File: src/sv/aarm_pkg.sv
// Shared types, constants and helpers for the axis-angle rotation matrix core.
// Standalone package; used by the CORDIC cell, the entry unit and the top level.
`default_nettype none

package aarm_pkg;

  // Defaults for the top-level parameters
  localparam int unsigned FRAC_BITS_DEF    = 14;
  localparam int unsigned CORDIC_STEPS_DEF = 16;

  localparam int FIELD_W   = 16;
  localparam int UV_W      = 2 * FIELD_W;
  localparam int FIELD_MAX = 32767;
  localparam int FIELD_MIN = -32768;

  // Angle in 1/64 degree
  localparam int ANGLE_FULL    = 23040;
  localparam int ANGLE_HALF    = 11520;
  localparam int ANGLE_QUARTER = 5760;

  // CORDIC datapath: x/y with 30 fraction bits, z in 2^-22 degree
  localparam int CORDIC_FRAC = 30;
  localparam int CORDIC_GAIN = 652032874;
  localparam int CORDIC_W    = 34;
  localparam int ANGLE_W     = 32;
  localparam int Z_SHIFT     = 16;
  localparam int ATAN_LEN    = 32;
  localparam int ATAN_IDX_W  = $clog2(ATAN_LEN);

  typedef struct packed {
    logic signed [FIELD_W-1:0] angle;
    logic signed [FIELD_W-1:0] axis_x;
    logic signed [FIELD_W-1:0] axis_y;
    logic signed [FIELD_W-1:0] axis_z;
  } req_t;

  typedef struct packed {
    logic signed [FIELD_W-1:0] entry0;
    logic signed [FIELD_W-1:0] entry1;
    logic signed [FIELD_W-1:0] entry2;
    logic signed [FIELD_W-1:0] entry3;
    logic signed [FIELD_W-1:0] entry4;
    logic signed [FIELD_W-1:0] entry5;
    logic signed [FIELD_W-1:0] entry6;
    logic signed [FIELD_W-1:0] entry7;
    logic signed [FIELD_W-1:0] entry8;
  } rsp_t;

  typedef struct packed {
    logic signed [CORDIC_W-1:0] x;
    logic signed [CORDIC_W-1:0] y;
    logic signed [ANGLE_W-1:0]  z;
  } cordic_t;

  // Axis and quadrant fold flag ride along with the rotation
  typedef struct packed {
    logic signed [FIELD_W-1:0] axis_x;
    logic signed [FIELD_W-1:0] axis_y;
    logic signed [FIELD_W-1:0] axis_z;
    logic                      neg;
  } side_t;

  // Width of c, s and t
  function automatic int cs_width(input int frac);
    return frac + 3;
  endfunction

  // Width of t*u*v
  function automatic int prod_width(input int frac);
    return frac + 3 + UV_W;
  endfunction

  // Width of the exact terms c<<frac and s*u
  function automatic int base_width(input int frac);
    return (2 * frac + 3 > frac + 3 + FIELD_W) ? 2 * frac + 3 : frac + 3 + FIELD_W;
  endfunction

  // atan(2^-i) in degrees, scaled by 2^22
  function automatic logic signed [ANGLE_W-1:0] atan_deg(input logic [ATAN_IDX_W-1:0] idx);
    logic signed [ANGLE_W-1:0] v;
    case (idx)
      5'd0:    v = 32'sd188743680;
      5'd1:    v = 32'sd111421900;
      5'd2:    v = 32'sd58872272;
      5'd3:    v = 32'sd29884485;
      5'd4:    v = 32'sd15000234;
      5'd5:    v = 32'sd7507429;
      5'd6:    v = 32'sd3754631;
      5'd7:    v = 32'sd1877430;
      5'd8:    v = 32'sd938729;
      5'd9:    v = 32'sd469366;
      5'd10:   v = 32'sd234683;
      5'd11:   v = 32'sd117342;
      5'd12:   v = 32'sd58671;
      5'd13:   v = 32'sd29335;
      5'd14:   v = 32'sd14668;
      5'd15:   v = 32'sd7334;
      5'd16:   v = 32'sd3667;
      5'd17:   v = 32'sd1833;
      5'd18:   v = 32'sd917;
      5'd19:   v = 32'sd458;
      5'd20:   v = 32'sd229;
      5'd21:   v = 32'sd115;
      5'd22:   v = 32'sd57;
      5'd23:   v = 32'sd29;
      5'd24:   v = 32'sd14;
      5'd25:   v = 32'sd7;
      5'd26:   v = 32'sd4;
      5'd27:   v = 32'sd2;
      5'd28:   v = 32'sd1;
      default: v = '0;
    endcase
    return v;
  endfunction

endpackage

`default_nettype wire

File: src/sv/aarm_entry.sv
// One matrix entry: rounds t*u*v, adds or subtracts the exact term, rounds and saturates.
// Three register stages. Depends on aarm_pkg (width helpers, field limits).
`default_nettype none

module aarm_entry #(
  parameter int unsigned FRAC_BITS = aarm_pkg::FRAC_BITS_DEF,
  parameter bit          SUBTRACT  = 1'b0
) (
  input  wire                                                 clk_i,
  input  wire signed [aarm_pkg::base_width(FRAC_BITS)-1:0]    base_i,
  input  wire signed [aarm_pkg::prod_width(FRAC_BITS)-1:0]    prod_i,
  output logic signed [aarm_pkg::FIELD_W-1:0]                 entry_o
);

  localparam int PROD_W = aarm_pkg::prod_width(FRAC_BITS);
  localparam int BASE_W = aarm_pkg::base_width(FRAC_BITS);
  localparam int RND_W  = PROD_W - FRAC_BITS;
  localparam int SUM_W  = ((RND_W > BASE_W) ? RND_W : BASE_W) + 1;
  localparam int OUT_W  = SUM_W - FRAC_BITS;

  localparam logic signed [PROD_W-1:0] P_HALF = (PROD_W'(1) << FRAC_BITS) >> 1;
  localparam logic signed [SUM_W-1:0]  S_HALF = (SUM_W'(1) << FRAC_BITS) >> 1;
  localparam logic signed [OUT_W-1:0]  SAT_HI = OUT_W'(aarm_pkg::FIELD_MAX);
  localparam logic signed [OUT_W-1:0]  SAT_LO = OUT_W'(aarm_pkg::FIELD_MIN);

  logic signed [RND_W-1:0]            rnd_d, rnd_q;
  logic signed [BASE_W-1:0]           base_q;
  logic signed [SUM_W-1:0]            sum_d, sum_q;
  logic signed [OUT_W-1:0]            out_w;
  logic signed [aarm_pkg::FIELD_W-1:0] ent_d, ent_q;

  assign rnd_d = RND_W'((prod_i + P_HALF) >>> FRAC_BITS);

  always_comb begin
    if (SUBTRACT) begin
      sum_d = SUM_W'(rnd_q) - SUM_W'(base_q);
    end else begin
      sum_d = SUM_W'(rnd_q) + SUM_W'(base_q);
    end
  end

  assign out_w = OUT_W'((sum_q + S_HALF) >>> FRAC_BITS);

  always_comb begin
    if (out_w > SAT_HI) begin
      ent_d = aarm_pkg::FIELD_W'(aarm_pkg::FIELD_MAX);
    end else if (out_w < SAT_LO) begin
      ent_d = aarm_pkg::FIELD_W'(aarm_pkg::FIELD_MIN);
    end else begin
      ent_d = out_w[aarm_pkg::FIELD_W-1:0];
    end
  end

  always_ff @(posedge clk_i) begin
    rnd_q  <= rnd_d;
    base_q <= base_i;
    sum_q  <= sum_d;
    ent_q  <= ent_d;
  end

  assign entry_o = ent_q;

endmodule

`default_nettype wire
File: config.mk
export PLATFORM = sky130hd
export DESIGN_NAME = aarm_entry
export DESIGN_NICKNAME = d
export VERILOG_FILES = /design/src/sv/aarm_pkg.sv /design/src/sv/aarm_entry.sv
export SDC_FILE = /design/constraint.sdc
export NUM_CORES = 1
export LEC_CHECK = 0
export ABC_AREA = 1
export ABC_CLOCK_PERIOD_IN_PS = 2009
export BUFFER_PORTS_ARGS = -buffer_cell sky130_fd_sc_hd__buf_4
export CAP_MARGIN = 10
export CORE_UTILIZATION = 57
export DETAILED_ROUTE_END_ITERATION = 8
export PLACE_DENSITY = 0.83
export SYNTH_ARGS = -nofsm -noshare
export SYNTH_HDL_FRONTEND = slang
export SYNTH_SLANG_ARGS = --single-unit
File: constraint.sdc
create_clock -name clk_i -period 2.01 [get_ports clk_i]
set_input_delay 0.5025 -clock clk_i [delete_from_list [all_inputs] [get_ports clk_i]]
set_output_delay 0.5025 -clock clk_i [all_outputs]
set_load 0.05 [all_outputs]
==> impl_metrics.json, run 1 <==
{
  "status": "complete, no violations",
  "h-tree-depth": 3,
  "place_congestion": 0.917,
  "cpPeakStageDelay_ns": 0.40,
  "routed_wirelength_mm": 14.3,
  "skew_ns": 0.0154,
  "rsz0062_at_grt": "true",
  "dpl.hpwl_mm": 11.9,
  "via_count": 5644,
  "endpoint_kind": "flip-flop",
  "async_reset_ff_share_pct": 0,
  "fin_hold_ws_ns": 0.222,
  "cts_buffers": 9,
  "clk_pin_slew_ns": 0.11,
  "final_max_slew_viol_count": 0,
  "clockRootBuffer": "clkbuf_8",
  "rr_worst_depth": 9,
  "cp-start-kind": "flip-flop",
  "coreArea_um2": 9910,
  "crit_path_start": "rnd_q[13]$_DFF_P_",
  "p_leak_uw": 0.00341,
  "layout-drive-gt1-share_pct": 20.1,
  "firstDrtPassIters": 5,
  "routedWlPerCell_um": 13.1,
  "final_common_cell": "nand2_1",
  "synth.avg_cell_area_um2": 7.14,
  "hp-start": "base_i[24]",
  "die_w_um": 104,
  "port_buffers": 85,
  "powerDensity_nw_per_um2": 774,
  "cp_top_family": "compound AO/OA/AOI/OAI gates",
  "antenna_cells": 0,
  "grt_pass1_vias": 5286,
  "start_util_pct": 59.8,
  "path_buf_inv": 0,
  "setup_viol": 0,
  "setup.worst_path.class": "reg2reg",
  "nets": 1071,
  "clock_sinks": 107,
  "io_pins": 99,
  "netlist_area_um2": 5930,
  "die_area_um2": 10800,
  "required_ns": 2.30,
  "fmax_ghz": 0.537,
  "drt.antenna.violating_nets": 0,
  "antenna_found_initial": 0,
  "grt_usage_pct": 27.2,
  "slowest_stage": "dfxtp_1",
  "grt_pass1_wl_mm": 23.0,
  "crit_path_frequent_cell": "nand2_1",
  "worstPathMaxFanout": 4,
  "ys.flop_type": "dfxtp_1",
  "crit_chain": "ha_4, a21oi_1, o21ai_0, a21oi_1, nand3_1, nand2_1, nand2_1, nand2_1, nand2_1",
  "seq_area_frac_synth_pct": 36.1,
  "reg2reg_from": "rnd_q[13]$_DFF_P_",
  "drv_cap": 0,
  "hp-class": "in2reg",
  "fill_cells": 845,
  "clk_path_buf_depth": 2,
  "grt_max_degree": 18,
  "vias_per_cell": 5.18,
  "die_h_um": 104,
  "finalHoldViolations": 0,
  "synthesis.nets": 950,
  "synth_cells": 831,
  "ys_seq_elements": 107,
  "ir_worst_vdd_v": 0.000417,
  "tritoncts": "built",
  "initialDrtViolationCount": 302,
  "finalCriticalPeriod_ns": 1.86,
  "yosys_warnings": 0,
  "cp.depth": 9,
  "grt-ovfl-total": 0,
  "final_cell_mix": "nand2_1 (221), buf_4 (111), nor2_1 (103), dfxtp_1 (102), inv_1 (82)",
  "synth_edf_count": 0,
  "worst_skew_pair.late_latency_ns": 0.38,
  "postLayoutCellArea_um2": 7160,
  "worst_pin_slew_ns": 0.436,
  "rows": 36,
  "hold_depth": 1,
  "post_dp_cell_area_um2": 6890,
  "finalCritPeriodShare_pct": 92.6,
  "drc": 0,
  "synth_cell_type_count": 34,
  "maxSlewHeadroom_pct": 70.7,
  "synthToLayoutAreaGrowth_pct": 20.7,
  "arrival_ns": 2.15
}
-- synth_stat cells, drive strengths merged (2+ instances only) --
library cell / count / area, um^2
ha: 36 / 450
a21o: 6 / 45.0
xnor2: 25 / 219
dfxtp: 107 / 2140
nor3: 24 / 120
nand4: 16 / 100
nor4: 7 / 58.8
a31oi: 6 / 37.5
inv: 85 / 319
o21a: 5 / 37.5
nor2: 118 / 475
nand3b: 4 / 30.0
o21ai: 21 / 105
buf: 2 / 35.0
nand3: 38 / 195
xor2: 31 / 272
or2: 2 / 12.5
nand2: 249 / 1010
o21bai: 3 / 22.5
o31ai: 2 / 15.0
a21oi: 40 / 200
-- path summary, 6_finish.rpt --
check	end	slack (ns)
setup / recovery	sum_q[34]$_DFF_P_	0.15
hold / removal	base_q[24]$_DFF_P_	0.22
setup reg to reg	sum_q[34]$_DFF_P_	0.15
hold reg to reg	entry_o[15]$_SDFF_PN0_	0.52
-- power breakdown --
part	total, uW	switching, uW	internal [uW]
Combinational	1780	1130	644
Clock	1230	711	520
Sequential	2530	146	2380
-- stage by stage --
step / worst slack [ns] / power [uW] / setup TNS (ns) / cells / util [%]
detailed placement: 0.0134 / 4300 / 0 / 1072 / 69.5
global route: -0.0281 / 5850 / -0.0281 / 1090 / 72.2
finish: 0.149 / 5540 / 0 / 1090 / 72.2
global placement: 0.0294 / 4270 / 0 / 1072 / 69.5
floorplan: 0.170 / 3780 / 0 / 831 / -
CTS: 0.0990 / 5510 / 0 / 1088 / 71.4
-- metal layers --
layer  wire [um]  track usage, %  vias up
met4         807            15.3        0
li1            -               -     2928
met2        6600            46.6      199
met5           0               0        -
met3         698            4.82       49
met1        6180            32.0     2468
-- state kept, by name, indices dropped and copies added (netlist names) --
name	cells
base_q	33
rnd_q	35
entry_o	16
sum_q	23
-- cells by family (layout without fill, tap and decap cells) --
kind of cell	count (synthesis)	count (layout)	synth area share, %
adder cells (fa/ha/maj)	36	36	7.59
buffers and inverters	87	212	5.97
AND/OR/NAND/NOR	458	459	33.8
XOR/XNOR	56	56	8.27
AO/OA/AOI/OAI	87	87	8.29
flip-flops	107	107	36.1
-- cell type report --
class	count	area (um^2)	share of cell area, %
Inverter	85	319	4.46
Sequential cell	107	2150	30.0
Clock buffer	11	151	2.12
Multi-Input combinational cell	638	3500	49.0
Timing Repair Buffer	111	833	11.6
Tap cell	133	166	2.33
Clock inverter	5	35.0	0.490
-- worst reg2reg max path, stage by stage, from the launching register on --
cell	delay (ns)
dfxtp_1	0.40
ha_4	0.24
a21oi_1	0.24
o21ai_0	0.18
a21oi_1	0.23
nand3_1	0.17
nand2_1	0.16
nand2_1	0.07
nand2_1	0.06
nand2_1	0.04
-- what timing repair did --
item	in CTS	in global routing
setup buffers	0	1
hold buffers	0	0
endpoints found under the setup margin	0	19
gates resized for setup	0	22
(Power assumes the default switching activity.)
==> run 2: changes to the inputs <==
--- a/config.mk
+++ b/config.mk
@@ -6,7 +6,7 @@
 export NUM_CORES = 1
 export LEC_CHECK = 0
 export ABC_AREA = 1
-export ABC_CLOCK_PERIOD_IN_PS = 2009
+export ABC_CLOCK_PERIOD_IN_PS = 1800
 export BUFFER_PORTS_ARGS = -buffer_cell sky130_fd_sc_hd__buf_4
 export CAP_MARGIN = 10
 export CORE_UTILIZATION = 57
==> constraint.sdc (replaced) <==
create_clock -name clk_i -period 1.8 [get_ports clk_i]
set_input_delay 0.45 -clock clk_i [delete_from_list [all_inputs] [get_ports clk_i]]
set_output_delay 0.45 -clock clk_i [all_outputs]
set_load 0.05 [all_outputs]
==> run 2 against run 1 <==
Compared with the run above:
- the flow now finishes with violations (setup timing)
- via count increased by 14%
- sequential share of layout area decreased by 3.9 points
- sequential power increased by 15%
- clock power increased by 22%
- final cell count increased by 5.3%
- combinational power increased by 43%
- global-route usage increased by 3.2 points
- fmax decreased by 2.4%
- die area unchanged
- register-to-register slack got worse by 0.26 ns
- critical path type unchanged
- largest cell class unchanged
==> impl_metrics.json, run 2 (synthesis results as in run 1) <==
{
  "tritoncts": "built",
  "firstDrtPassIters": 6,
  "skew_ns": 0.0146,
  "path_buf_inv": 1,
  "top_regs": "rnd_q: 35 flops, base_q: 33 flops, sum_q: 23 flops",
  "crit_chain": "ha_2, nand2_1, nor2_1, inv_2, nor2_1, a21oi_1, nand2_1, xor2_1",
  "ir_worst_vdd_v": 0.000528,
  "cts_buffers": 9,
  "slowest_stage": "ha_2",
  "finalHoldViolations": 0,
  "drc": 0,
  "layout-drive-gt1-share_pct": 38.8,
  "initialDrtViolationCount": 551,
  "rows": 36,
  "via_count": 6424,
  "antenna_found_initial": 0,
  "die_w_um": 104,
  "synthToLayoutAreaGrowth_pct": 41.1,
  "h-tree-depth": 3,
  "nets": 1129,
  "rsz0062_at_grt": "true",
  "final_cell_mix": "nand2_1 (192), buf_4 (165), dfxtp_1 (84), nor2_1 (79), inv_1 (75)",
  "place_congestion": 0.912,
  "regMostFlops": "rnd_q",
  "clk_pin_slew_ns": 0.10,
  "fin_ws_ns": -0.107,
  "finalCritPeriodShare_pct": 106,
  "setup.worst_path.class": "reg2reg",
  "dpl.hpwl_mm": 12.3,
  "cp_top_family": "simple AND/OR/NAND/NOR gates",
  "multiInputGateArea_um2": 4220,
  "grt_pass1_vias": 5982,
  "final_common_cell": "nand2_1",
  "p_leak_uw": 0.00379,
  "die_area_um2": 10800,
  "clockRootBuffer": "clkbuf_8",
  "required_ns": 2.09,
  "status": "finished, violations left",
  "drv_cap": 0,
  "fill_cells": 576,
  "finalCriticalPeriod_ns": 1.91,
  "coreArea_um2": 9910,
  "arrival_ns": 2.20,
  "die_h_um": 104,
  "port_buffers": 85,
  "final_max_slew_viol_count": 0,
  "routedWlPerCell_um": 16.2,
  "start_util_pct": 59.8,
  "dp_slack_ns": -0.157,
  "routed_wirelength_mm": 18.6,
  "fmax_ghz": 0.524,
  "worstPathMaxFanout": 4,
  "clock_sinks": 107,
  "grt_usage_pct": 30.4,
  "setup_viol": 6,
  "grt_pass1_wl_mm": 26.2,
  "violations": "setup timing",
  "hp-class": "in2reg",
  "post_dp_cell_area_um2": 7260,
  "io_pins": 99,
  "grt-ovfl-total": 0,
  "drt.antenna.violating_nets": 0,
  "worst_skew_pair.late_latency_ns": 0.38,
  "cp-start-kind": "flip-flop",
  "endpoint_kind": "flip-flop",
  "worst_pin_slew_ns": 0.417,
  "regArea_um2": 2180,
  "grt_max_degree": 19,
  "largest_reg_flops": 35,
  "clk_path_buf_depth": 2,
  "cpPeakStageDelay_ns": 0.41,
  "vias_per_cell": 5.60,
  "postLayoutCellArea_um2": 8370,
  "maxSlewHeadroom_pct": 72.0,
  "powerDensity_nw_per_um2": 829,
  "antenna_cells": 0
}
## run 2: changes by cell type in the layout (fill, tap and decap cells not counted), sizes merged
| cell | previous run | this run |
|---|---|---|
| bufinv | 0 | 1 |
| clkinv | 3 | 2 |
| buf | 111 | 168 |
| nand2 | 250 | 251 |
| clkbuf | 11 | 10 |
| inv | 86 | 87 |
## run 2: timing repair
item,CTS,global route
setup buffers,5,3
hold endpoints to repair,0,0
resized for setup,41,176
pin swaps,12,36
cloned,2,0
endpoints found under the setup margin,24,35
hold buffers,0,0
## run 2: path summary, 6_finish.rpt
check / startpoint / to / slack, ns / depth (start not counted)
setup reg to reg: base_q[21]$_DFF_P_ / sum_q[28]$_DFF_P_ / -0.11 / 8
hold reg to reg: sum_q[26]$_DFF_P_ / entry_o[12]$_SDFF_PN1_ / 0.56 / 3
setup / recovery: base_q[21]$_DFF_P_ / sum_q[28]$_DFF_P_ / -0.11 / 8
hold / removal: base_i[28] / base_q[28]$_DFF_P_ / 0.16 / 1
## run 2: metal layers
| layer | part of all wire, % | track usage (%) | vias up |
|---|---|---|---|
| met1 | 38 | 33.9 | 2914 |
| met4 | 6.1 | 19.6 | 0 |
| li1 | - | - | 3045 |
| met2 | 49 | 53.9 | 363 |
| met5 | 0 | 0 | - |
| met3 | 6.8 | 4.45 | 102 |
## run 2: worst reg2reg max path: stages (launching register included)
cell,delay (ns)
dfxtp_1,0.32
ha_2,0.41
nand2_1,0.15
nor2_1,0.22
inv_2,0.12
nor2_1,0.20
a21oi_1,0.11
nand2_1,0.10
xor2_1,0.18
## run 2: stage by stage
stage / utilization [%] / setup TNS, ns / power, uW / std cells / hold slack [ns]
detailed placement: 73.3 / -0.759 / 4940 / 1122 / 0.506
global route: 84.4 / -2.75 / 7240 / 1148 / 0.152
global placement: 73.3 / -0.336 / 4890 / 1122 / 0.503
CTS: 77.7 / -0.00363 / 6550 / 1145 / 0.154
finish: 84.4 / -0.251 / 6940 / 1148 / 0.163
floorplan: - / 0 / 4230 / 831 / 0.478
## run 2: report_power, final
group / internal (uW) / switching, uW
logic: 1010 / 1540
clock network: 659 / 841
registers: 2680 / 212
## run 2: final cells by class
type                    count  share of cell area, %
inverters                  85                   3.87
clock inverters             6                  0.867
multi-input cells         639                   50.4
clock buffers              10                   1.53
repair buffers            168                   15.2
flip-flops and latches    107                   26.1
well taps                 133                   1.99
