[src/sv/aarm_pkg.sv]
// Shared types, constants and helpers for the axis-angle rotation matrix core.
// Standalone package; used by the CORDIC cell, the entry unit and the top level.
`default_nettype none

package aarm_pkg;

  // Defaults for the top-level parameters
  localparam int unsigned FRAC_BITS_DEF    = 14;
  localparam int unsigned CORDIC_STEPS_DEF = 16;

  localparam int FIELD_W   = 16;
  localparam int UV_W      = 2 * FIELD_W;
  localparam int FIELD_MAX = 32767;
  localparam int FIELD_MIN = -32768;

  // Angle in 1/64 degree
  localparam int ANGLE_FULL    = 23040;
  localparam int ANGLE_HALF    = 11520;
  localparam int ANGLE_QUARTER = 5760;

  // CORDIC datapath: x/y with 30 fraction bits, z in 2^-22 degree
  localparam int CORDIC_FRAC = 30;
  localparam int CORDIC_GAIN = 652032874;
  localparam int CORDIC_W    = 34;
  localparam int ANGLE_W     = 32;
  localparam int Z_SHIFT     = 16;
  localparam int ATAN_LEN    = 32;
  localparam int ATAN_IDX_W  = $clog2(ATAN_LEN);

  typedef struct packed {
    logic signed [FIELD_W-1:0] angle;
    logic signed [FIELD_W-1:0] axis_x;
    logic signed [FIELD_W-1:0] axis_y;
    logic signed [FIELD_W-1:0] axis_z;
  } req_t;

  typedef struct packed {
    logic signed [FIELD_W-1:0] entry0;
    logic signed [FIELD_W-1:0] entry1;
    logic signed [FIELD_W-1:0] entry2;
    logic signed [FIELD_W-1:0] entry3;
    logic signed [FIELD_W-1:0] entry4;
    logic signed [FIELD_W-1:0] entry5;
    logic signed [FIELD_W-1:0] entry6;
    logic signed [FIELD_W-1:0] entry7;
    logic signed [FIELD_W-1:0] entry8;
  } rsp_t;

  typedef struct packed {
    logic signed [CORDIC_W-1:0] x;
    logic signed [CORDIC_W-1:0] y;
    logic signed [ANGLE_W-1:0]  z;
  } cordic_t;

  // Axis and quadrant fold flag ride along with the rotation
  typedef struct packed {
    logic signed [FIELD_W-1:0] axis_x;
    logic signed [FIELD_W-1:0] axis_y;
    logic signed [FIELD_W-1:0] axis_z;
    logic                      neg;
  } side_t;

  // Width of c, s and t
  function automatic int cs_width(input int frac);
    return frac + 3;
  endfunction

  // Width of t*u*v
  function automatic int prod_width(input int frac);
    return frac + 3 + UV_W;
  endfunction

  // Width of the exact terms c<<frac and s*u
  function automatic int base_width(input int frac);
    return (2 * frac + 3 > frac + 3 + FIELD_W) ? 2 * frac + 3 : frac + 3 + FIELD_W;
  endfunction

  // atan(2^-i) in degrees, scaled by 2^22
  function automatic logic signed [ANGLE_W-1:0] atan_deg(input logic [ATAN_IDX_W-1:0] idx);
    logic signed [ANGLE_W-1:0] v;
    case (idx)
      5'd0:    v = 32'sd188743680;
      5'd1:    v = 32'sd111421900;
      5'd2:    v = 32'sd58872272;
      5'd3:    v = 32'sd29884485;
      5'd4:    v = 32'sd15000234;
      5'd5:    v = 32'sd7507429;
      5'd6:    v = 32'sd3754631;
      5'd7:    v = 32'sd1877430;
      5'd8:    v = 32'sd938729;
      5'd9:    v = 32'sd469366;
      5'd10:   v = 32'sd234683;
      5'd11:   v = 32'sd117342;
      5'd12:   v = 32'sd58671;
      5'd13:   v = 32'sd29335;
      5'd14:   v = 32'sd14668;
      5'd15:   v = 32'sd7334;
      5'd16:   v = 32'sd3667;
      5'd17:   v = 32'sd1833;
      5'd18:   v = 32'sd917;
      5'd19:   v = 32'sd458;
      5'd20:   v = 32'sd229;
      5'd21:   v = 32'sd115;
      5'd22:   v = 32'sd57;
      5'd23:   v = 32'sd29;
      5'd24:   v = 32'sd14;
      5'd25:   v = 32'sd7;
      5'd26:   v = 32'sd4;
      5'd27:   v = 32'sd2;
      5'd28:   v = 32'sd1;
      default: v = '0;
    endcase
    return v;
  endfunction

endpackage

`default_nettype wire

[src/sv/aarm_cordic_cell.sv]
// One rotation step of the CORDIC chain, registered.
// Depends on aarm_pkg (cordic_t, side_t, atan_deg).
`default_nettype none

module aarm_cordic_cell #(
  parameter int unsigned STEP = 0
) (
  input  wire                    clk_i,
  input  wire                    rst_ni,
  input  wire                    valid_i,
  input  aarm_pkg::cordic_t      cor_i,
  input  aarm_pkg::side_t        side_i,
  output logic                   valid_o,
  output aarm_pkg::cordic_t      cor_o,
  output aarm_pkg::side_t        side_o
);

  logic signed [aarm_pkg::CORDIC_W-1:0] x_in, y_in, dx, dy;
  logic signed [aarm_pkg::ANGLE_W-1:0]  z_in, da;
  aarm_pkg::cordic_t cor_d, cor_q;
  aarm_pkg::side_t   side_q;
  logic              valid_q;

  assign x_in = cor_i.x;
  assign y_in = cor_i.y;
  assign z_in = cor_i.z;
  assign dx   = y_in >>> STEP;
  assign dy   = x_in >>> STEP;
  assign da   = aarm_pkg::atan_deg(aarm_pkg::ATAN_IDX_W'(STEP));

  always_comb begin
    if (!z_in[aarm_pkg::ANGLE_W-1]) begin
      cor_d.x = x_in - dx;
      cor_d.y = y_in + dy;
      cor_d.z = z_in - da;
    end else begin
      cor_d.x = x_in + dx;
      cor_d.y = y_in - dy;
      cor_d.z = z_in + da;
    end
  end

  always_ff @(posedge clk_i or negedge rst_ni) begin
    if (!rst_ni) begin
      valid_q <= 1'b0;
    end else begin
      valid_q <= valid_i;
    end
  end

  always_ff @(posedge clk_i) begin
    cor_q  <= cor_d;
    side_q <= side_i;
  end

  assign valid_o = valid_q;
  assign cor_o   = cor_q;
  assign side_o  = side_q;

endmodule

`default_nettype wire

[config.mk]
export PLATFORM = sky130hd
export DESIGN_NAME = aarm_cordic_cell
export DESIGN_NICKNAME = d
export VERILOG_FILES = /design/src/sv/aarm_pkg.sv /design/src/sv/aarm_cordic_cell.sv
export SDC_FILE = /design/constraint.sdc
export NUM_CORES = 1
export LEC_CHECK = 0
export ABC_CLOCK_PERIOD_IN_PS = 1000
export BUFFER_PORTS_ARGS = -buffer_cell sky130_fd_sc_hd__buf_2
export CORE_MARGIN = 2
export CORE_UTILIZATION = 58
export CTS_BUF_LIST = sky130_fd_sc_hd__clkbuf_2
export DETAILED_ROUTE_END_ITERATION = 6
export GPL_TIMING_DRIVEN = 0
export PLACE_DENSITY_LB_ADDON = 0.1
export SYNTH_ARGS = -nofsm -noshare
export SYNTH_HDL_FRONTEND = slang
export SYNTH_SLANG_ARGS = --single-unit
[constraint.sdc]
create_clock -name clk_i -period 1 [get_ports clk_i]
set_clock_uncertainty 0.1 [all_clocks]
set_input_delay 0.05 -clock clk_i [delete_from_list [all_inputs] [get_ports clk_i]]
set_output_delay 0.05 -clock clk_i [all_outputs]
set_load 0.02 [all_outputs]
==> flow_summary_export.csv, run 1 <==
group,metric,value,unit
synthesis,yosys_most_used_dff,"dfxtp_1",
floorplanning,num_rows,46,
clock_tree,clockRootBuffer,"clkbuf_2",
clock_tree,cts_made_buffers,17,
clock_tree,cts_num_sinks,149,
placed_design,portBuffers,301,
synthesis,synth_top_area_share,0.3104,
synthesis,synth_edf_count,0,
placed_design,gp_congestion,1.076,
floorplanning,die_h,132.3,um
synthesis,synth_area_leaders,"dfxtp_1, ha_1, a21oi_1",
synthesis,synth_area,9544,um2
floorplanning,initial_core_util,0.5965,
synthesis,synth_largest_area_cell,"dfxtp_1",
clock_tree,clockBufferDepth,2,
run_status,stop_error,"[ERROR DPL-0038] Utilization greater than 100%, impossible to legalize",
floorplanning,die_w,132.3,um
clock_tree,holdBufCountCts,217,
synthesis,async_reset_ff_frac,0.006711,
synthesis,netlist_instances,1128,
synthesis,synth.distinct_cells,81,
synthesis,avgSynthCellArea,8.461,um2
placed_design,dp.cells,1645,
clock_tree,postCtsSetupBuffers,65,
placed_design,hpwl,28540,um
synthesis,ys_seq_area_frac,0.3131,
synthesis,ys_ff_latch,149,
floorplanning,io_pins,302,
run_status,haltStage,"clock tree synthesis",
synthesis,synth_nets,1391,
synthesis,yosys_warnings,0,
run_status,outcome,"did not finish",
clock_tree,htree_num_levels,4,
clock_tree,cts-resized-gates,667,
==> synthesized netlist by cell type (4+ instances only) <==
master       n
dfxtp_1    148
a21oi_1    122
ha_1       107
inv_1      102
nor2_1      81
o21ai_0     79
nand2_1     58
xnor2_1     57
o21bai_1    30
a21o_1      26
buf_2       22
nand4_1     21
mux2i_1     18
nor3_1      16
o211ai_1    16
clkbuf_1    14
xor2_1      14
nand3_1     13
nor2b_1     13
a211oi_1    11
or3_1       11
nand2b_1     9
buf_4        8
o21a_1       7
o31ai_1      7
a211o_1      5
and2_1       5
inv_2        5
nor4_1       5
o21ai_1      5
a21oi_2      4
a2bb2oi_1    4
a31oi_1      4
fa_1         4
o221ai_1     4
==> through the flow <==
stage / area, um2 / setup TNS, ns / worst slack, ns / util
3_5_place_dp: 12020 / -92.64 / -1.673 / 0.7513
3_3_place_gp: 12020 / -87.71 / -1.614 / 0.7513
2_1_floorplan: 10240 / -52.08 / -0.9976 / -
==> kinds of logic after synthesis <==
kind of cell,synth area share
flip-flops,0.3131
AND/OR/NAND/NOR,0.1291
AO/OA/AOI/OAI,0.2577
multiplexers,0.01888
buffers and inverters,0.06738
XOR/XNOR,0.06516
adder cells (fa/ha/maj),0.1487
==> run 2, diff against run 1 <==
- CORE_UTILIZATION: 58 -> 40
- CTS_BUF_LIST: sky130_fd_sc_hd__clkbuf_2 -> not set
- PLACE_DENSITY_LB_ADDON: 0.1 -> 0.15
==> run 2 against run 1 <==
The flow now finishes, with violations (negative hold slack, negative setup slack); synthesized cell count is the same; synthesized area unchanged.
==> flow_summary_export.csv, run 2 <==
group,metric,value,unit
critical_path,cp-start-kind,"primary input",
synthesis,synth.most_common_cell,"dfxtp_1",
layout,mostFrequentLayoutCell,"buf_6",
detailed_routing,viasPerCell,5.557,
floorplanning,initial_core_util,0.4066,
layout,largest_register_ffs,99,
layout,stdcell_area,16660,um2
synthesis,synth_area,9544,um2
power_and_ir_drop,power.leakage,7.364,nW
floorplanning,die_w,158.5,um
sta,maxSlewViolCount,0,
synthesis,ys_seq_area_frac,0.3131,
clock_tree,tritoncts,"built",
sta,fmax,451.8,MHz
sta,period_share,2.213,
global_routing,gr-total-overflow,0,
hold_path,min_path_type,"primary input to flop",
layout,synthToLayoutAreaGrowth,74.57,%
detailed_routing,vias,10840,
floorplanning,coreArea,23470,um2
synthesis,yosys-top-cells-count,"dfxtp_1, a21oi_1, ha_1",
critical_path,end_kind,"flop",
detailed_routing,first_pass_iters,7,
synthesis,synth.distinct_cells,81,
critical_path,slowest_stage,"fa_2",
detailed_routing,ant_nets,0,
sta,fin_crit,2.213,ns
synthesis,synth_top_area_share,0.3104,
run_status,failed_checks,"negative hold slack, negative setup slack",
flow_run,max_cap_viol_count,0,
sta,whs,-0.1208,ns
critical_path,cp.arrival,2.46,ns
sta,setup_viol,220,
clock_tree,htree_num_levels,4,
layout,nets,1880,
synthesis,synth_largest_area_cell,"dfxtp_1",
power_and_ir_drop,vdd_ir_drop_max,0.0009359,V
layout,drive_above_1_share,0.5362,
clock_tree,cts_num_sinks,149,
placed_design,gp_congestion,1.002,
layout,fill_cells,1633,
placed_design,dpl_cell_area,12150,um2
floorplanning,die-area,25110,um2
synthesis,avgSynthCellArea,8.461,um2
synthesis,yosys_warnings,0,
clock_tree,clockBufferDepth,2,
placed_design,portBuffers,301,
floorplanning,io_pins,302,
global_routing,grt_pass1_wl,56780,um
clock_tree,cts_made_buffers,17,
synthesis,netlist_instances,1128,
critical_path,criticalPathCategory,"primary input to flop",
sta,tightestPinTransition,0.6301,ns
detailed_routing,drc,0,
critical_path,cpMostUsedCell,"o211ai_1",
critical_path,cp_max_fo,3,
synthesis,yosys_most_used_dff,"dfxtp_1",
global_routing,antenna_found_initial,3,
layout,mostFrequentLayoutCells,"buf_6, dfxtp_2, buf_2, inv_1",
synthesis,synth_edf_count,0,
synthesis,synth_nets,1391,
synthesis,ys_ff_latch,149,
sta,rsz0062_at_grt,"yes",
critical_path,crit_path_max_incr_delay,0.37,ns
detailed_routing,wl,44240,um
sta,setup_ws,-1.213,ns
critical_path,crit_chain,"buf_12 > buf_8 > inv_6 > ha_4 > fa_2 > nor2b_2 > o211ai_1 > a21oi_2 > o21ai_2 > o21a_1 > o211ai_1 > o311a_1 > xor2_1",
global_routing,track_usage,0.2994,
run_status,outcome,"finished, violations left",
global_routing,grt_max_degree,19,
clock_tree,clk_pin_slew,0.07,ns
synthesis,synth_area_leaders,"dfxtp_1, ha_1, a21oi_1",
clock_tree,clockRootBuffer,"clkbuf_16",
floorplanning,num_rows,56,
detailed_routing,first_iter_violations,1111,
synthesis,async_reset_ff_frac,0.006711,
critical_path,required,1.25,ns
placed_design,hpwl,28480,um
power_and_ir_drop,p_per_area,1488,nW/um2
global_routing,grt_pass1_vias,9875,
sta,finalHoldViolCount,9,
detailed_routing,wl_per_cell,22.67,um
sta,slew_headroom,0.5795,
floorplanning,die_h,158.5,um
==> run 2: layout make-up <==
cell class / instances / area, um2 / share of cell area
multi-input cells: 823 / 7417 / 0.4452
repair buffers: 472 / 4174 / 0.2505
flip-flops and latches: 149 / 3172 / 0.1904
inverters: 109 / 460.4 / 0.02764
plain buffers: 45 / 429.2 / 0.02576
clock buffers: 17 / 425.4 / 0.02553
well taps: 319 / 399.1 / 0.02396
clock inverters: 15 / 178.9 / 0.01074
diodes: 2 / 5.005 / 0.0003004
==> run 2: cell families after synthesis <==
kind of cell	share of synthesized area
multiplexers	0.01888
AND/OR/NAND/NOR	0.1291
flip-flops	0.3131
buffers and inverters	0.06738
adder cells (fa/ha/maj)	0.1487
XOR/XNOR	0.06516
AO/OA/AOI/OAI	0.2577
==> run 2: what timing repair did <==
action | 4_1_cts | 5_1_grt
pin swaps | 52 | 130
endpoints found under the hold margin | 87 | 11
hold buffers | 77 | 1
resized for setup | 198 | 575
buffers inserted | 41 | 57
setup endpoints to repair | 222 | 224
==> run 2: critical path: cells and delay by family <==
family                   cells  cell delay [ns]
AND/OR/NAND/NOR              1             0.16
adder cells (fa/ha/maj)      2             0.53
buffers and inverters        3             0.22
AO/OA/AOI/OAI                6             1.27
XOR/XNOR                     1             0.20
==> run 2: power breakdown <==
| group | internal (mW) | total, mW | switching, mW |
|---|---|---|---|
| clock network | 3.39 | 6.76 | 3.37 |
| registers | 7.00 | 7.43 | 0.433 |
| logic | 4.93 | 10.6 | 5.67 |
| total | 15.3 | 24.8 | 9.47 |
==> run 2: metrics by stage <==
| stage | TNS (ns) | instances | total power [mW] | setup slack, ns | utilization |
|---|---|---|---|---|---|
| final | -62.13 | 1951 | 24.79 | -1.213 | 0.7098 |
| after global placement | -93.80 | 1748 | 14.51 | -1.824 | 0.5176 |
| after floorplan | -52.08 | 1128 | 11.98 | -0.9976 | - |
| after CTS | -61.43 | 1897 | 22.32 | -1.199 | 0.6207 |
| after detailed placement | -94.19 | 1748 | 14.53 | -1.829 | 0.5176 |
| after global routing | -67.47 | 1951 | 25.63 | -1.254 | 0.7098 |
==> run 2: worst paths after layout <==
kind,startpoint,to,slack [ns],depth (start not counted)
setup / recovery,cor_i[32],cor_o[62]$_DFF_P_,-1.21,13
hold / removal,cor_i[30],cor_o[31]$_DFF_P_,-0.12,3
max in group asynchronous,rst_ni,valid_o$_DFF_PN0_,0.28,3
min in group asynchronous,rst_ni,valid_o$_DFF_PN0_,0.41,3
==> run 2: routing by layer <==
layer,vias to the layer above,wire length (um),GRT usage
met4,2,1883,0.1064
met5,-,13,0
met2,574,21460,0.5300
met3,132,3553,0.05117
met1,5199,17320,0.3651
li1,4935,-,-
No activity file was read; power rests on OpenSTA's default activity.
==> run 3, diff against run 2 <==
- ABC_CLOCK_PERIOD_IN_PS: 1000 -> 2200
- clock period: 1 -> 2.2 ns (I/O delays scaled with it)
==> run 3 against run 2 <==
The flow still finishes with violations (negative hold slack, negative setup slack); final cell count down 3.1%; via count down 5.7%; core utilization decreased by 12 points; count of clock-buffer cells in the layout is the same; worst setup slack better by 1.2 ns; sequential cell count stayed put; non-clock buffer count fell by 58; critical path depth is 2 lower; power decreased by 60%; wire length shrank 15%; hold slack better by 0.10 ns.
==> flow_summary_export.csv, run 3 (synthesis results as in run 2) <==
group,metric,value,unit
detailed_routing,viasPerCell,5.407,
global_routing,grt_max_degree,19,
clock_tree,clockBufferDepth,2,
layout,mostFrequentLayoutCells,"buf_2, dfxtp_1, a21oi_1, inv_1, ha_1",
sta,setup_ws,-0.02111,ns
clock_tree,cts_made_buffers,17,
critical_path,end_kind,"flop",
placed_design,portBuffers,301,
detailed_routing,ant_nets,0,
sta,period_share,1.010,
clock_tree,cts_num_sinks,149,
layout,drive_above_1_share,0.3244,
global_routing,gr-total-overflow,0,
floorplanning,io_pins,302,
floorplanning,die_w,158.5,um
sta,setup_viol,1,
critical_path,criticalPathCategory,"primary input to flop",
layout,diodes,0,
placed_design,dp.cells,1748,
placed_design,dp_worst_setup_slack,-0.7903,ns
sta,maxSlewViolCount,0,
sta,slew_headroom,0.3331,
global_routing,grt_pass1_vias,9848,
critical_path,cp-start-kind,"primary input",
clock_tree,clockRootBuffer,"clkbuf_16",
critical_path,cp_max_fo,5,
power_and_ir_drop,vdd_ir_drop_max,0.0004793,V
clock_tree,tritoncts,"built",
layout,stdcell_area,13760,um2
detailed_routing,first_iter_violations,884,
sta,fin_crit,2.221,ns
global_routing,track_usage,0.2852,
global_routing,grt_pass1_wl,54260,um
sta,finalHoldViolCount,1,
placed_design,gp_congestion,0.9718,
power_and_ir_drop,p_per_area,720.3,nW/um2
run_status,outcome,"finished, violations left",
layout,mostFrequentLayoutCell,"buf_2",
sta,whs,-0.02019,ns
floorplanning,die_h,158.5,um
sta,fmax,450.2,MHz
flow_run,max_cap_viol_count,0,
detailed_routing,wl,37480,um
hold_path,min_path_type,"primary input to flop",
power_and_ir_drop,power.leakage,6.457,nW
critical_path,cp.arrival,2.46,ns
global_routing,antenna_found_initial,0,
sta,rsz0062_at_grt,"yes",
layout,largest_register_ffs,99,
sta,fin_setup_tns,-0.02111,ns
detailed_routing,drc,0,
floorplanning,initial_core_util,0.4066,
floorplanning,die-area,25110,um2
layout,nets,1822,
floorplanning,num_rows,56,
detailed_routing,wl_per_cell,19.82,um
layout,final_util,0.5862,
run_status,failed_checks,"negative hold slack, negative setup slack",
clock_tree,clk_pin_slew,0.07,ns
critical_path,required,2.44,ns
placed_design,dpl_cell_area,11470,um2
sta,tightestPinTransition,1.000,ns
clock_tree,htree_num_levels,4,
layout,synthToLayoutAreaGrowth,44.17,%
detailed_routing,vias,10230,
floorplanning,coreArea,23470,um2
detailed_routing,first_pass_iters,5,
placed_design,hpwl,27740,um
layout,final_cells,1891,
critical_path,crit_start,"cor_i[66]",
critical_path,crit_path_end,"cor_o[98]$_DFF_P_",
[run 3: cell types whose count changed in the layout (fill, tap and decap cells not counted), moves of 11 or more]
| cell | before | now |
|---|---|---|
| ha_4 | 29 | 8 |
| buf_4 | 72 | 35 |
| inv_1 | 83 | 99 |
| o21ai_2 | 23 | 6 |
| o21ai_0 | 34 | 64 |
| dfxtp_2 | 147 | 0 |
| buf_6 | 189 | 10 |
| dfxtp_1 | 1 | 148 |
| buf_2 | 142 | 307 |
| o21ai_1 | 24 | 13 |
| ha_1 | 74 | 93 |
| a21oi_1 | 77 | 103 |
| a21oi_2 | 38 | 20 |
[run 3: what timing repair did]
item / CTS / global route
setup endpoints to repair: 42 / 38
pin swaps: 14 / 45
hold buffers: 86 / 0
endpoints found under the hold margin: 85 / 0
gates resized for setup: 53 / 109
setup buffers: 8 / 18
[run 3: critical path, stage by stage]
cell and delay (ns):
buf_8 0.11, ha_4 0.16, fa_2 0.41, nor2b_4 0.15
o21ai_4 0.15, a21oi_4 0.11, o211ai_1 0.32, nand3_4 0.21
a31o_4 0.32, a32oi_2 0.18, xor2_1 0.22
[run 3: where the power goes]
| part | switching, mW | total (mW) | internal (mW) |
|---|---|---|---|
| logic | 2.23 | 3.60 | 1.37 |
| clock network | 1.47 | 3.12 | 1.66 |
| registers | 0.0927 | 3.19 | 3.10 |
[run 3: layout make-up]
class | instances | area (um2)
sequential | 149 | 2988
tap | 319 | 399.1
timing repair buffer | 413 | 2585
multi-input combinational | 823 | 6414
clock inverter | 15 | 202.7
inverter | 109 | 419.2
clock buffer | 17 | 425.4
buffer | 46 | 326.6
fill | 2093 | 9713
[run 3: how the worst min path moves through the flow]
stage | startpoint | endpoint | depth (start not counted) | slack [ns]
floorplan | rst_ni | valid_o$_DFF_PN0_ | 0 | -0.29
global placement | rst_ni | valid_o$_DFF_PN0_ | 1 | -0.21
detailed placement | rst_ni | valid_o$_DFF_PN0_ | 1 | -0.20
CTS | cor_i[99] | cor_o[65]$_DFF_P_ | 4 | 0.009
global route | cor_i[33] | cor_o[67]$_DFF_P_ | 3 | 0.03
finish | cor_i[33] | cor_o[67]$_DFF_P_ | 3 | -0.02
[run 3: metrics by stage]
step	power [mW]	hold slack [ns]
final	9.911	-0.02019
after floorplan	5.251	-0.2856
after detailed placement	6.372	-0.2046
after CTS	9.733	0.008565
after global routing	10.37	0.02909
after global placement	6.362	-0.2111
[run 3: metal layers]
metal	GRT usage	vias to the layer above	share of wire
met2	0.4718	542	0.47
met4	0.1330	0	0.039
met3	0.05770	96	0.079
li1	-	4819	-
met1	0.3563	4768	0.42
met5	0	-	0
